### src/rtl/qct_pkg.sv
// ----------------------------------------------------------------------------
// qct_pkg - shared types and constants for the command line tokenizer
// Holds the channel word types, the classified word passed from the front
// to the back, and the byte codes the tokenizer recognises.
// ----------------------------------------------------------------------------
`default_nettype none

package qct_pkg;

    // item kinds
    localparam logic KIND_BYTE = 1'b0;
    localparam logic KIND_END  = 1'b1;

    // special bytes
    localparam logic [7:0] CH_SQ  = 8'h27;
    localparam logic [7:0] CH_DQ  = 8'h22;
    localparam logic [7:0] CH_BSL = 8'h5C;
    localparam logic [7:0] CH_SP  = 8'h20;
    localparam logic [7:0] CH_TAB = 8'h09;
    localparam logic [7:0] CH_CR  = 8'h0D;

    // escape letters and the codes they stand for
    localparam logic [7:0] ESC_A = 8'h61;
    localparam logic [7:0] ESC_B = 8'h62;
    localparam logic [7:0] ESC_F = 8'h66;
    localparam logic [7:0] ESC_N = 8'h6E;
    localparam logic [7:0] ESC_R = 8'h72;
    localparam logic [7:0] ESC_T = 8'h74;
    localparam logic [7:0] ESC_V = 8'h76;
    localparam logic [7:0] CODE_BEL = 8'h07;
    localparam logic [7:0] CODE_BS  = 8'h08;
    localparam logic [7:0] CODE_FF  = 8'h0C;
    localparam logic [7:0] CODE_LF  = 8'h0A;
    localparam logic [7:0] CODE_CR  = 8'h0D;
    localparam logic [7:0] CODE_TAB = 8'h09;
    localparam logic [7:0] CODE_VT  = 8'h0B;

    // depth of the queue between front and back
    localparam int QUEUE_DEPTH = 4;

    typedef struct packed {
        logic       kind;
        logic [7:0] ch;
    } in_word_t;

    typedef struct packed {
        logic [7:0] out_char;
        logic       char_valid;
        logic       token_end;
        logic       done_res;
        logic       error;
    } out_word_t;

    // classified word, front to back
    typedef struct packed {
        logic       is_end;
        logic       is_ws;
        logic       is_sq;
        logic       is_dq;
        logic       is_bsl;
        logic [7:0] ch;
        logic [7:0] esc_ch;
    } cls_word_t;

    // byte that an escaped byte stands for
    function automatic logic [7:0] map_escape(input logic [7:0] c);
        logic [7:0] r;
        case (c)
            ESC_A:   r = CODE_BEL;
            ESC_B:   r = CODE_BS;
            ESC_F:   r = CODE_FF;
            ESC_N:   r = CODE_LF;
            ESC_R:   r = CODE_CR;
            ESC_T:   r = CODE_TAB;
            ESC_V:   r = CODE_VT;
            default: r = c;
        endcase
        return r;
    endfunction

endpackage

`default_nettype wire

### src/rtl/qct_front.sv
// ----------------------------------------------------------------------------
// qct_front - input classifier
// Takes input words and tags each byte as whitespace, quote or backslash,
// with its escape mapping worked out, before it enters the queue.
// ----------------------------------------------------------------------------
`default_nettype none

module qct_front (
    input  wire logic              s_valid,
    output logic                   s_ready,
    input  qct_pkg::in_word_t      s_data,
    output logic                   push,
    output qct_pkg::cls_word_t     push_word,
    input  wire logic              queue_full
);
    import qct_pkg::*;

    // accept whenever the queue has room
    assign s_ready = !queue_full;
    assign push    = s_valid && !queue_full;

    // classify the byte
    always_comb begin
        push_word.is_end = (s_data.kind == KIND_END);
        push_word.is_ws  = ((s_data.ch >= CH_TAB) && (s_data.ch <= CH_CR))
                           || (s_data.ch == CH_SP);
        push_word.is_sq  = (s_data.ch == CH_SQ);
        push_word.is_dq  = (s_data.ch == CH_DQ);
        push_word.is_bsl = (s_data.ch == CH_BSL);
        push_word.ch     = s_data.ch;
        push_word.esc_ch = map_escape(s_data.ch);
    end

endmodule

`default_nettype wire

### src/rtl/qct_queue.sv
// ----------------------------------------------------------------------------
// qct_queue - short queue of classified words
// Decouples the classifier from the token engine so each side can stall
// on its own.
// ----------------------------------------------------------------------------
`default_nettype none

module qct_queue (
    input  wire logic              aclk,
    input  wire logic              aresetn,
    input  wire logic              push,
    input  qct_pkg::cls_word_t     push_word,
    output logic                   full,
    input  wire logic              pop,
    output qct_pkg::cls_word_t     pop_word,
    output logic                   empty
);
    import qct_pkg::*;

    localparam int PTR_W = $clog2(QUEUE_DEPTH);
    localparam int CNT_W = $clog2(QUEUE_DEPTH + 1);

    cls_word_t          mem [QUEUE_DEPTH];
    logic [PTR_W-1:0]   wr_ptr_reg;
    logic [PTR_W-1:0]   rd_ptr_reg;
    logic [CNT_W-1:0]   count_reg;

    assign full     = (count_reg == CNT_W'(QUEUE_DEPTH));
    assign empty    = (count_reg == '0);
    assign pop_word = mem[rd_ptr_reg];

    // storage
    always_ff @(posedge aclk) begin
        if (push) begin
            mem[wr_ptr_reg] <= push_word;
        end
    end

    // pointers and fill count
    always_ff @(posedge aclk) begin
        if (!aresetn) begin
            wr_ptr_reg <= '0;
            rd_ptr_reg <= '0;
            count_reg  <= '0;
        end else begin
            if (push) begin
                wr_ptr_reg <= wr_ptr_reg + PTR_W'(1);
            end
            if (pop) begin
                rd_ptr_reg <= rd_ptr_reg + PTR_W'(1);
            end
            if (push && !pop) begin
                count_reg <= count_reg + CNT_W'(1);
            end else if (pop && !push) begin
                count_reg <= count_reg - CNT_W'(1);
            end
        end
    end

endmodule

`default_nettype wire

### src/rtl/qct_back.sv
// ----------------------------------------------------------------------------
// qct_back - token engine
// Tracks quote, escape and whitespace state, applies each classified byte
// and holds the resulting word in an output register.
// ----------------------------------------------------------------------------
`default_nettype none

module qct_back (
    input  wire logic              aclk,
    input  wire logic              aresetn,
    input  wire logic              queue_empty,
    input  qct_pkg::cls_word_t     pop_word,
    output logic                   pop,
    output logic                   m_valid,
    input  wire logic              m_ready,
    output qct_pkg::out_word_t     m_data
);
    import qct_pkg::*;

    logic      ws_run_reg,   ws_run_next;
    logic      sq_reg,       sq_next;
    logic      dq_reg,       dq_next;
    logic      prev_bsl_reg, prev_bsl_next;
    logic      esc_reg,      esc_next;
    logic      emit;
    out_word_t res;
    logic      out_valid_reg;
    out_word_t out_reg;

    // take a word when the output register is free or being emptied
    assign pop     = !queue_empty && (!out_valid_reg || m_ready);
    assign m_valid = out_valid_reg;
    assign m_data  = out_reg;

    // apply one word to the tokenizer state
    always_comb begin
        ws_run_next   = ws_run_reg;
        sq_next       = sq_reg;
        dq_next       = dq_reg;
        prev_bsl_next = prev_bsl_reg;
        esc_next      = esc_reg;
        emit          = 1'b0;
        res           = '0;

        if (pop_word.is_end) begin
            emit         = 1'b1;
            res.done_res = 1'b1;
            if (sq_reg || dq_reg) begin
                res.error = 1'b1;
            end else if (ws_run_reg) begin
                res.token_end = 1'b0;
            end else if (esc_reg) begin
                res.out_char   = CH_BSL;
                res.char_valid = 1'b1;
                res.token_end  = 1'b1;
            end else begin
                res.token_end = 1'b1;
            end
            ws_run_next   = 1'b0;
            sq_next       = 1'b0;
            dq_next       = 1'b0;
            prev_bsl_next = 1'b0;
            esc_next      = 1'b0;
        end else begin
            prev_bsl_next = pop_word.is_bsl;
            if (sq_reg && pop_word.is_sq && !prev_bsl_reg) begin
                // closing single quote, dropped
                sq_next = 1'b0;
            end else if (dq_reg && pop_word.is_dq && !prev_bsl_reg) begin
                // closing double quote, dropped
                dq_next = 1'b0;
            end else if (!sq_reg && !dq_reg && pop_word.is_ws) begin
                // unquoted whitespace ends at most one token per run
                if (!ws_run_reg) begin
                    ws_run_next   = 1'b1;
                    emit          = 1'b1;
                    res.token_end = 1'b1;
                    if (esc_reg) begin
                        res.out_char   = CH_BSL;
                        res.char_valid = 1'b1;
                    end
                    esc_next = 1'b0;
                end
            end else begin
                ws_run_next = 1'b0;
                // quote opens only outside quotes and not after a backslash
                if (!sq_reg && !dq_reg && !prev_bsl_reg) begin
                    if (pop_word.is_sq) begin
                        sq_next = 1'b1;
                    end else if (pop_word.is_dq) begin
                        dq_next = 1'b1;
                    end
                end
                if (esc_reg) begin
                    esc_next       = 1'b0;
                    emit           = 1'b1;
                    res.out_char   = pop_word.esc_ch;
                    res.char_valid = 1'b1;
                end else if (pop_word.is_bsl) begin
                    esc_next = 1'b1;
                end else if (!pop_word.is_sq && !pop_word.is_dq) begin
                    emit           = 1'b1;
                    res.out_char   = pop_word.ch;
                    res.char_valid = 1'b1;
                end
            end
        end
    end

    // state and output register
    always_ff @(posedge aclk) begin
        if (!aresetn) begin
            ws_run_reg    <= 1'b0;
            sq_reg        <= 1'b0;
            dq_reg        <= 1'b0;
            prev_bsl_reg  <= 1'b0;
            esc_reg       <= 1'b0;
            out_valid_reg <= 1'b0;
        end else begin
            if (pop) begin
                ws_run_reg    <= ws_run_next;
                sq_reg        <= sq_next;
                dq_reg        <= dq_next;
                prev_bsl_reg  <= prev_bsl_next;
                esc_reg       <= esc_next;
                out_valid_reg <= emit;
            end else if (m_ready) begin
                out_valid_reg <= 1'b0;
            end
        end
    end

    // result word, no reset needed
    always_ff @(posedge aclk) begin
        if (pop && emit) begin
            out_reg <= res;
        end
    end

endmodule

`default_nettype wire

### src/rtl/quoted_command_tokenizer.sv
// ----------------------------------------------------------------------------
// quoted_command_tokenizer - shell style command line splitter
// Splits a byte stream into tokens at unquoted whitespace, handling quotes
// and backslash escapes; an end word closes the command.
//
//   channel   dir   word            handshake
//   s_        in    in_word_t       s_valid / s_ready
//   m_        out   out_word_t      m_valid / m_ready
//
// One byte per cycle sustained while m_ready stays high; an accepted word is written
// to the queue, then into the token engine's output register, which drives m_.
// Each word gives zero or one result word.
// Synchronous active-low reset clears queue, quote and escape state.
// Input stalls only when the four-entry queue is full; the token engine
// stalls only while its output word is held by m_ready low.
// ----------------------------------------------------------------------------
`default_nettype none

module quoted_command_tokenizer (
    input  wire logic              aclk,
    input  wire logic              aresetn,
    input  wire logic              s_valid,
    output logic                   s_ready,
    input  qct_pkg::in_word_t      s_data,
    output logic                   m_valid,
    input  wire logic              m_ready,
    output qct_pkg::out_word_t     m_data
);
    import qct_pkg::*;

    logic      push;
    cls_word_t push_word;
    logic      queue_full;
    logic      pop;
    cls_word_t pop_word;
    logic      queue_empty;

    // classifier
    qct_front u_front (
        .s_valid    (s_valid),
        .s_ready    (s_ready),
        .s_data     (s_data),
        .push       (push),
        .push_word  (push_word),
        .queue_full (queue_full)
    );

    // decoupling queue
    qct_queue u_queue (
        .aclk      (aclk),
        .aresetn   (aresetn),
        .push      (push),
        .push_word (push_word),
        .full      (queue_full),
        .pop       (pop),
        .pop_word  (pop_word),
        .empty     (queue_empty)
    );

    // token engine
    qct_back u_back (
        .aclk        (aclk),
        .aresetn     (aresetn),
        .queue_empty (queue_empty),
        .pop_word    (pop_word),
        .pop         (pop),
        .m_valid     (m_valid),
        .m_ready     (m_ready),
        .m_data      (m_data)
    );

endmodule

`default_nettype wire
### config.mk
export PLATFORM = sky130hd
export DESIGN_NAME = quoted_command_tokenizer
export DESIGN_NICKNAME = d
export VERILOG_FILES = /design/src/rtl/qct_pkg.sv /design/src/rtl/qct_front.sv /design/src/rtl/qct_queue.sv /design/src/rtl/qct_back.sv /design/src/rtl/quoted_command_tokenizer.sv
export SDC_FILE = /design/constraint.sdc
export NUM_CORES = 1
export LEC_CHECK = 0
export ABC_AREA = 0
export ABC_CLOCK_PERIOD_IN_PS = 5700
export BUFFER_PORTS_ARGS = -buffer_cell sky130_fd_sc_hd__buf_4
export CORE_MARGIN = 2
export CORE_UTILIZATION = 45
export DETAILED_ROUTE_END_ITERATION = 10
export GPL_ROUTABILITY_DRIVEN = 0
export SLEW_MARGIN = 20
export SYNTH_ARGS = -nofsm -noshare
export SYNTH_HDL_FRONTEND = slang
export SYNTH_SLANG_ARGS = --single-unit
export TNS_END_PERCENT = 50
### constraint.sdc
create_clock -name aclk -period 5.7 [get_ports aclk]
set_clock_uncertainty 0.2 [all_clocks]
set_input_delay 0.855 -clock aclk [delete_from_list [all_inputs] [get_ports aclk]]
set_output_delay 0.855 -clock aclk [all_outputs]
set_load 0.01 [all_outputs]
---- Yosys cells after proc, flatten, opt, wreduce, memory -nomap -nowiden ----
Memories as Yosys holds them, arrays and structs flattened. A register that Yosys moved wholly into a read port is not among the register bits.
Cells that the tools add are included.
cells by class
  magnitude comparators ................... 2
  $mul .................................... 0
  $add $sub $neg .......................... 4
  reduce and logical (&&, ||, !) cells .... 38
  bitwise gates (word level) .............. 0
  shift-type cells ........................ 0
  equality and inequality tests ........... 19
  muxes and demuxes ....................... 56
  divide/modulo/power cells ............... 0
operators by type and width
  cell                                                                                  number
  8-bit by 7-bit == test with 1-bit output (second input constant)                      8
  8-bit one-hot mux with 7 select lines                                                 1
  9-bit two-way mux                                                                     5
  10-bit two-way mux                                                                    4
  1-bit two-way mux                                                                     39
  8-bit by 6-bit == test with 1-bit output (second input constant)                      3
  8-bit two-way mux                                                                     2
  1-bit logical AND                                                                     14
  3-bit nonzero test                                                                    4
  1-bit zero test                                                                       10
  3-bit by 2-bit != test with 1-bit output (second input constant)                      3
  8-bit by 4-bit greater-or-equal comparator with 1-bit output (second input constant)  1
  8-bit by 4-bit less-or-equal comparator with 1-bit output (second input constant)     1
  2-bit two-way mux                                                                     3
  3-bit two-way mux                                                                     2
  3-bit != test (second input constant)                                                 2
  6-bit AND reduction                                                                   1
  5-bit AND reduction                                                                   1
  2-bit by 1-bit adder with 2-bit output (second input constant)                        2
  2-bit != test (second input constant)                                                 2
  4-bit AND reduction                                                                   1
  2-bit nonzero test                                                                    2
  3-bit by 1-bit adder with 3-bit output (second input constant)                        1
  3-bit == test (second input constant)                                                 1
  other kinds (4)                                                                       6
word-level totals
  input port bits ......................... 13
  memories ................................ 1
  RAM bits ................................ 84
  register bits ........................... 25
  ROM bits ................................ 0
  bits in latches ......................... 0
  word-level logic and storage cells ...... 134
memory list
  name         depth  bits a word  rd ports  clocked after memory_dff  write ports  RTL line         text
  u_queue.mem  4      21           1         1                         1            qct_queue.sv:23  cls_word_t mem [QUEUE_DEPTH];

---- Depth between registers and ports, before layout ----
  depth in word-level cells ............... 10
  depth in mapped cells ................... 10
  depth with buffers taken out ............ 9

---- By module ----
From an unflattened synthesis, not the netlist that was laid out.
unflattened totals
  cell total of the unflattened synthesis .. 304
  area total of the unflattened synthesis .. 4825.9 µm²
modules (own cells, without submodules)
  module     area each (µm²)  times used  cells each
  qct_queue  3477.1           1           152
  qct_back   918.4            1           91
  qct_front  430.4            1           61

---- Least setup slack after synthesis ----
No wires, ideal clock.
  kind .................................... register -> register
  start point ............................. register with a tool-made name
  end point ............................... register u_back.out_reg, in the netlist u_back.m_data[0] (enable)
  setup slack ............................. 2.910 ns
  arrival time ............................ 2.205 ns
  clock period less this slack ............ 2.790 ns
  cell stages (with the launch flop) ...... 6
  path buffers ............................ 1
  required time ........................... 5.115 ns
  cells stage by stage .................... dfxtp_1 -> buf_6 -> mux4_2 -> nor3_2 -> o311ai_1 -> a21oi_1
RTL lines
  item                  RTL line         text
  end signal, assigned  qct_back.sv:136  out_reg <= res;
  end, declared         qct_back.sv:28   out_word_t out_reg;

==> impl_summary.log <==
[metrics] result of the run: finished, final reports clean
[metrics] count of distinct cell types in the synthesized netlist: 47
[metrics] remaining design rule violation count: 0
[metrics] number of non-filler instances in the completed layout: 476
[metrics] depth of the CTS H-tree: 3
[metrics] proportion of synthesized flip-flops having asynchronous set or reset: 0
[metrics] maximum fanout encountered on the critical timing path: 12
[metrics] sw power: 0.000755 W
[metrics] number of warnings reported in the yosys synthesis log: 0
[metrics] number of storage elements in the synthesis netlist: 111
[metrics] vias per std cell: 5.54
[metrics] drt total wl: 8630 um
[metrics] post-synthesis area per instance: 15.4 um2
[metrics] post-CTS setup buffers: 0
[metrics] power per standard cell area: 441 nW/um2
[metrics] row cnt: 37
[metrics] die height: 106 um
[metrics] number of placed instances, taps included: 460
[metrics] end of the critical path: u_back.m_data[11]
[metrics] worst min-delay path class: reg2reg
[metrics] cells along the critical path: mux4_2 -> nor3_2 -> o311ai_1 -> a21oi_2
[metrics] vias in the first global route: 2523
[metrics] Net Sw Frac: 0.327
[metrics] Slew headroom: 0.424
[metrics] Detailed Routing Iterations Pass 1: 4
[metrics] shortest period the worst path allows: 3.35 ns
[metrics] clk root buf: sky130_fd_sc_hd__clkbuf_8
[metrics] logic depth of the worst setup path including buffers: 4
[metrics] global routing usage summed across all routing layers: 0.161
[metrics] Synth-to-Final Area Change: 11.3%
[metrics] number of antenna violations at the first check in global routing: 0
[metrics] number of buffers and inverters on the critical path: 0
[metrics] LEAKAGE: 1.74 nW
[metrics] Worst R2R End: u_back.m_data[11]
[metrics] timing-limited maximum frequency: 0.298 GHz
[metrics] Crit. End Element: flip-flop
[metrics] Setup CP Type: reg2reg
[metrics] worst setup slack for register-to-register paths: 2.35 ns
[metrics] placeable core region: 10200 um2
[metrics] delay contributed by the slowest stage of the critical path: 0.86 ns
[metrics] required time at the endpoint of the critical path: 5.52 ns
[metrics] total standard cell area after synthesis: 4700 um2
[metrics] Gates resized, CTS repair: 0
[metrics] vias: 2635
[metrics] Period Utilization, post-route: 0.588
[metrics] number of setup violations in the final report: 0
[metrics] number of hold buffers added after cts: 0
[metrics] share of synthesized area occupied by flip-flops and latches: 0.677
[metrics] crit start category: flip-flop
[metrics] RSZ-0062 raised after global routing: no
[metrics] maximum number of pins on one net before global-route repair: 24
[metrics] Detailed Route Iter0 Violations: 123
[metrics] global-route wire length before repair: 13500 um
[metrics] final hold vios: 0
[metrics] clock network fraction of design power: 0.195
[metrics] average wire length per cell after detail routing: 18.1 um
[metrics] cell count of the worst reg-to-reg path: 4
[metrics] # port buffers: 26
[metrics] slowest library cell on the worst path: sky130_fd_sc_hd__dfxtp_1
[metrics] setup TNS: 0 ns
[metrics] flip-flop count of the largest register, all copies and words added: 84
[metrics] insertion delay to the later sink of the worst-skew pair: 0.37 ns
[metrics] top_reg_cell synth: sky130_fd_sc_hd__edfxtp_1
[metrics] Routed Antenna Nets: 0
[metrics] number of max-capacitance violations reported: 0
[metrics] peak supply drop: 171 uV
[metrics] DPL Wire Length: 5700 um
[metrics] Cells after Synth: 306
[metrics] signal arrival time at the worst endpoint: 3.17 ns
[metrics] Mapped Nets: 325
[metrics] actual slew at the worst max-slew pin: 0.856 ns
[metrics] starting utilization of the core area: 0.460
[metrics] Reg clk slew, reported paths: 0.11 ns
[metrics] antenna diode count: 0
[metrics] top library cells by usage in the layout, fill and taps aside: sky130_fd_sc_hd__edfxtp_1, sky130_fd_sc_hd__buf_4, sky130_fd_sc_hd__mux4_2, sky130_fd_sc_hd__nand2_1, sky130_fd_sc_hd__dfxtp_1
[metrics] sum of overflow across all layers after global routing: 0
[metrics] sequential fraction of design power: 0.487
[metrics] max-slew violation count: 0
[metrics] overall die area: 11300 um2
[metrics] # nets final: 354
[metrics] CTS buffer count: 9
[metrics] Die Width: 106 um
[metrics] number of enable-type register cells in the synthesized netlist: 96
[metrics] clock net sink count: 111
[metrics] share of power burned in combinational logic: 0.318
[metrics] CTS tree: done
[metrics] Top Family by Delay on Critical Path: flip-flops
[metrics] leading cell type in the layout, fill and taps excluded: sky130_fd_sc_hd__edfxtp_1
[metrics] cell-internal power: 0.00155 W
[metrics] clock buffer depth: 2
[metrics] boundary pin count: 27
[metrics] proportion of layout cells with a drive suffix above 1: 0.224
through the flow:
step           worst slack [ns]  utilization  cell area (um2)  power [W]  hold WS [ns]
6_report                   2.35        0.512             5230    0.00231         0.328
5_1_grt                    2.00        0.512             5230    0.00244         0.369
4_1_cts                    1.93        0.511             5230    0.00233         0.336
3_5_place_dp               1.98        0.493             5040    0.00188         0.301
3_3_place_gp               2.07        0.493             5040    0.00188         0.302
2_1_floorplan              2.91            -             4700    0.00165         0.274
worst min path at each step:
stage                     cells past startpoint                  from  slack, ns              endpoint
after floorplan                               2   u_back.prev_bsl_reg       0.27   u_back.prev_bsl_reg
after global placement                        2   u_back.prev_bsl_reg       0.30   u_back.prev_bsl_reg
after detailed placement                      2   u_back.prev_bsl_reg       0.30   u_back.prev_bsl_reg
after CTS                                     2     u_back.ws_run_reg       0.34     u_back.ws_run_reg
after global routing                          2   u_back.prev_bsl_reg       0.37   u_back.prev_bsl_reg
final                                         2  u_queue.count_reg[2]       0.33  u_queue.count_reg[2]
tightest hold or removal path: stages, from the launching register on:
cell                       delay (ns)
sky130_fd_sc_hd__dfxtp_1         0.34
sky130_fd_sc_hd__o21ai_0         0.08
sky130_fd_sc_hd__a21boi_0        0.07
cells in the mapped netlist (3+ instances only):
| cell | number | area (um2) |
|---|---|---|
| sky130_fd_sc_hd__edfxtp_1 | 96 | 2880 |
| sky130_fd_sc_hd__mux4_2 | 19 | 428 |
| sky130_fd_sc_hd__nand2_1 | 19 | 71.3 |
| sky130_fd_sc_hd__dfxtp_1 | 15 | 300 |
| sky130_fd_sc_hd__nor2_1 | 14 | 52.6 |
| sky130_fd_sc_hd__a21oi_1 | 13 | 65.1 |
| sky130_fd_sc_hd__clkbuf_1 | 9 | 33.8 |
| sky130_fd_sc_hd__and2_1 | 8 | 50.1 |
| sky130_fd_sc_hd__mux2i_1 | 8 | 80.1 |
| sky130_fd_sc_hd__nand2b_1 | 8 | 50.1 |
| sky130_fd_sc_hd__nand3b_1 | 8 | 60.1 |
| sky130_fd_sc_hd__o21ai_0 | 8 | 40.0 |
| sky130_fd_sc_hd__a31oi_1 | 7 | 43.8 |
| sky130_fd_sc_hd__inv_1 | 6 | 22.5 |
| sky130_fd_sc_hd__and3_1 | 5 | 31.3 |
| sky130_fd_sc_hd__ha_1 | 5 | 62.6 |
| sky130_fd_sc_hd__nand3_1 | 5 | 25.0 |
| sky130_fd_sc_hd__nor2b_1 | 5 | 31.3 |
| sky130_fd_sc_hd__nor3_1 | 5 | 25.0 |
| sky130_fd_sc_hd__xnor2_1 | 4 | 35.0 |
| sky130_fd_sc_hd__buf_2 | 3 | 15.0 |
| sky130_fd_sc_hd__nor4_1 | 3 | 18.8 |
| sky130_fd_sc_hd__or3_1 | 3 | 18.8 |
routing by layer:
metal  vias up  routed length (um)  global-route usage
met5         -                   0                   0
li1       1234                   -                   -
met2        63                4010               0.250
met3        11                 314              0.0245
met4         0                 154              0.0677
met1      1327                4150               0.228
layout make-up:
class / instances / area (um2)
Clock buffer: 9 / 124
Timing Repair Buffer: 32 / 240
Clock inverter: 7 / 62.6
Fill cell: 870 / 5000
Sequential cell: 111 / 3180
Tap cell: 136 / 170
Inverter: 8 / 30.0
Multi-Input combinational cell: 173 / 1420
cells by family after synthesis:
group                      Yosys count  synth area share
buffers and inverters               22            0.0215
and+or+nand+nor                     92             0.109
xor gates and xnor gates             5           0.00931
AOI/OAI and AO/OA                   42            0.0553
adders and majority gates            6            0.0176
muxes                               28             0.110
DFF                                111             0.677
power groups by stage:
stage	clock network (W)	registers [W]	logic, W
final	0.000450	0.00112	0.000734
after global routing	0.000489	0.00114	0.000809
after CTS	0.000461	0.00113	0.000735
after detailed placement	0	0.00115	0.000733
after global placement	0	0.00115	0.000729
after floorplan	0	0.00114	0.000514
No activity file was read; power rests on OpenSTA's default activity.
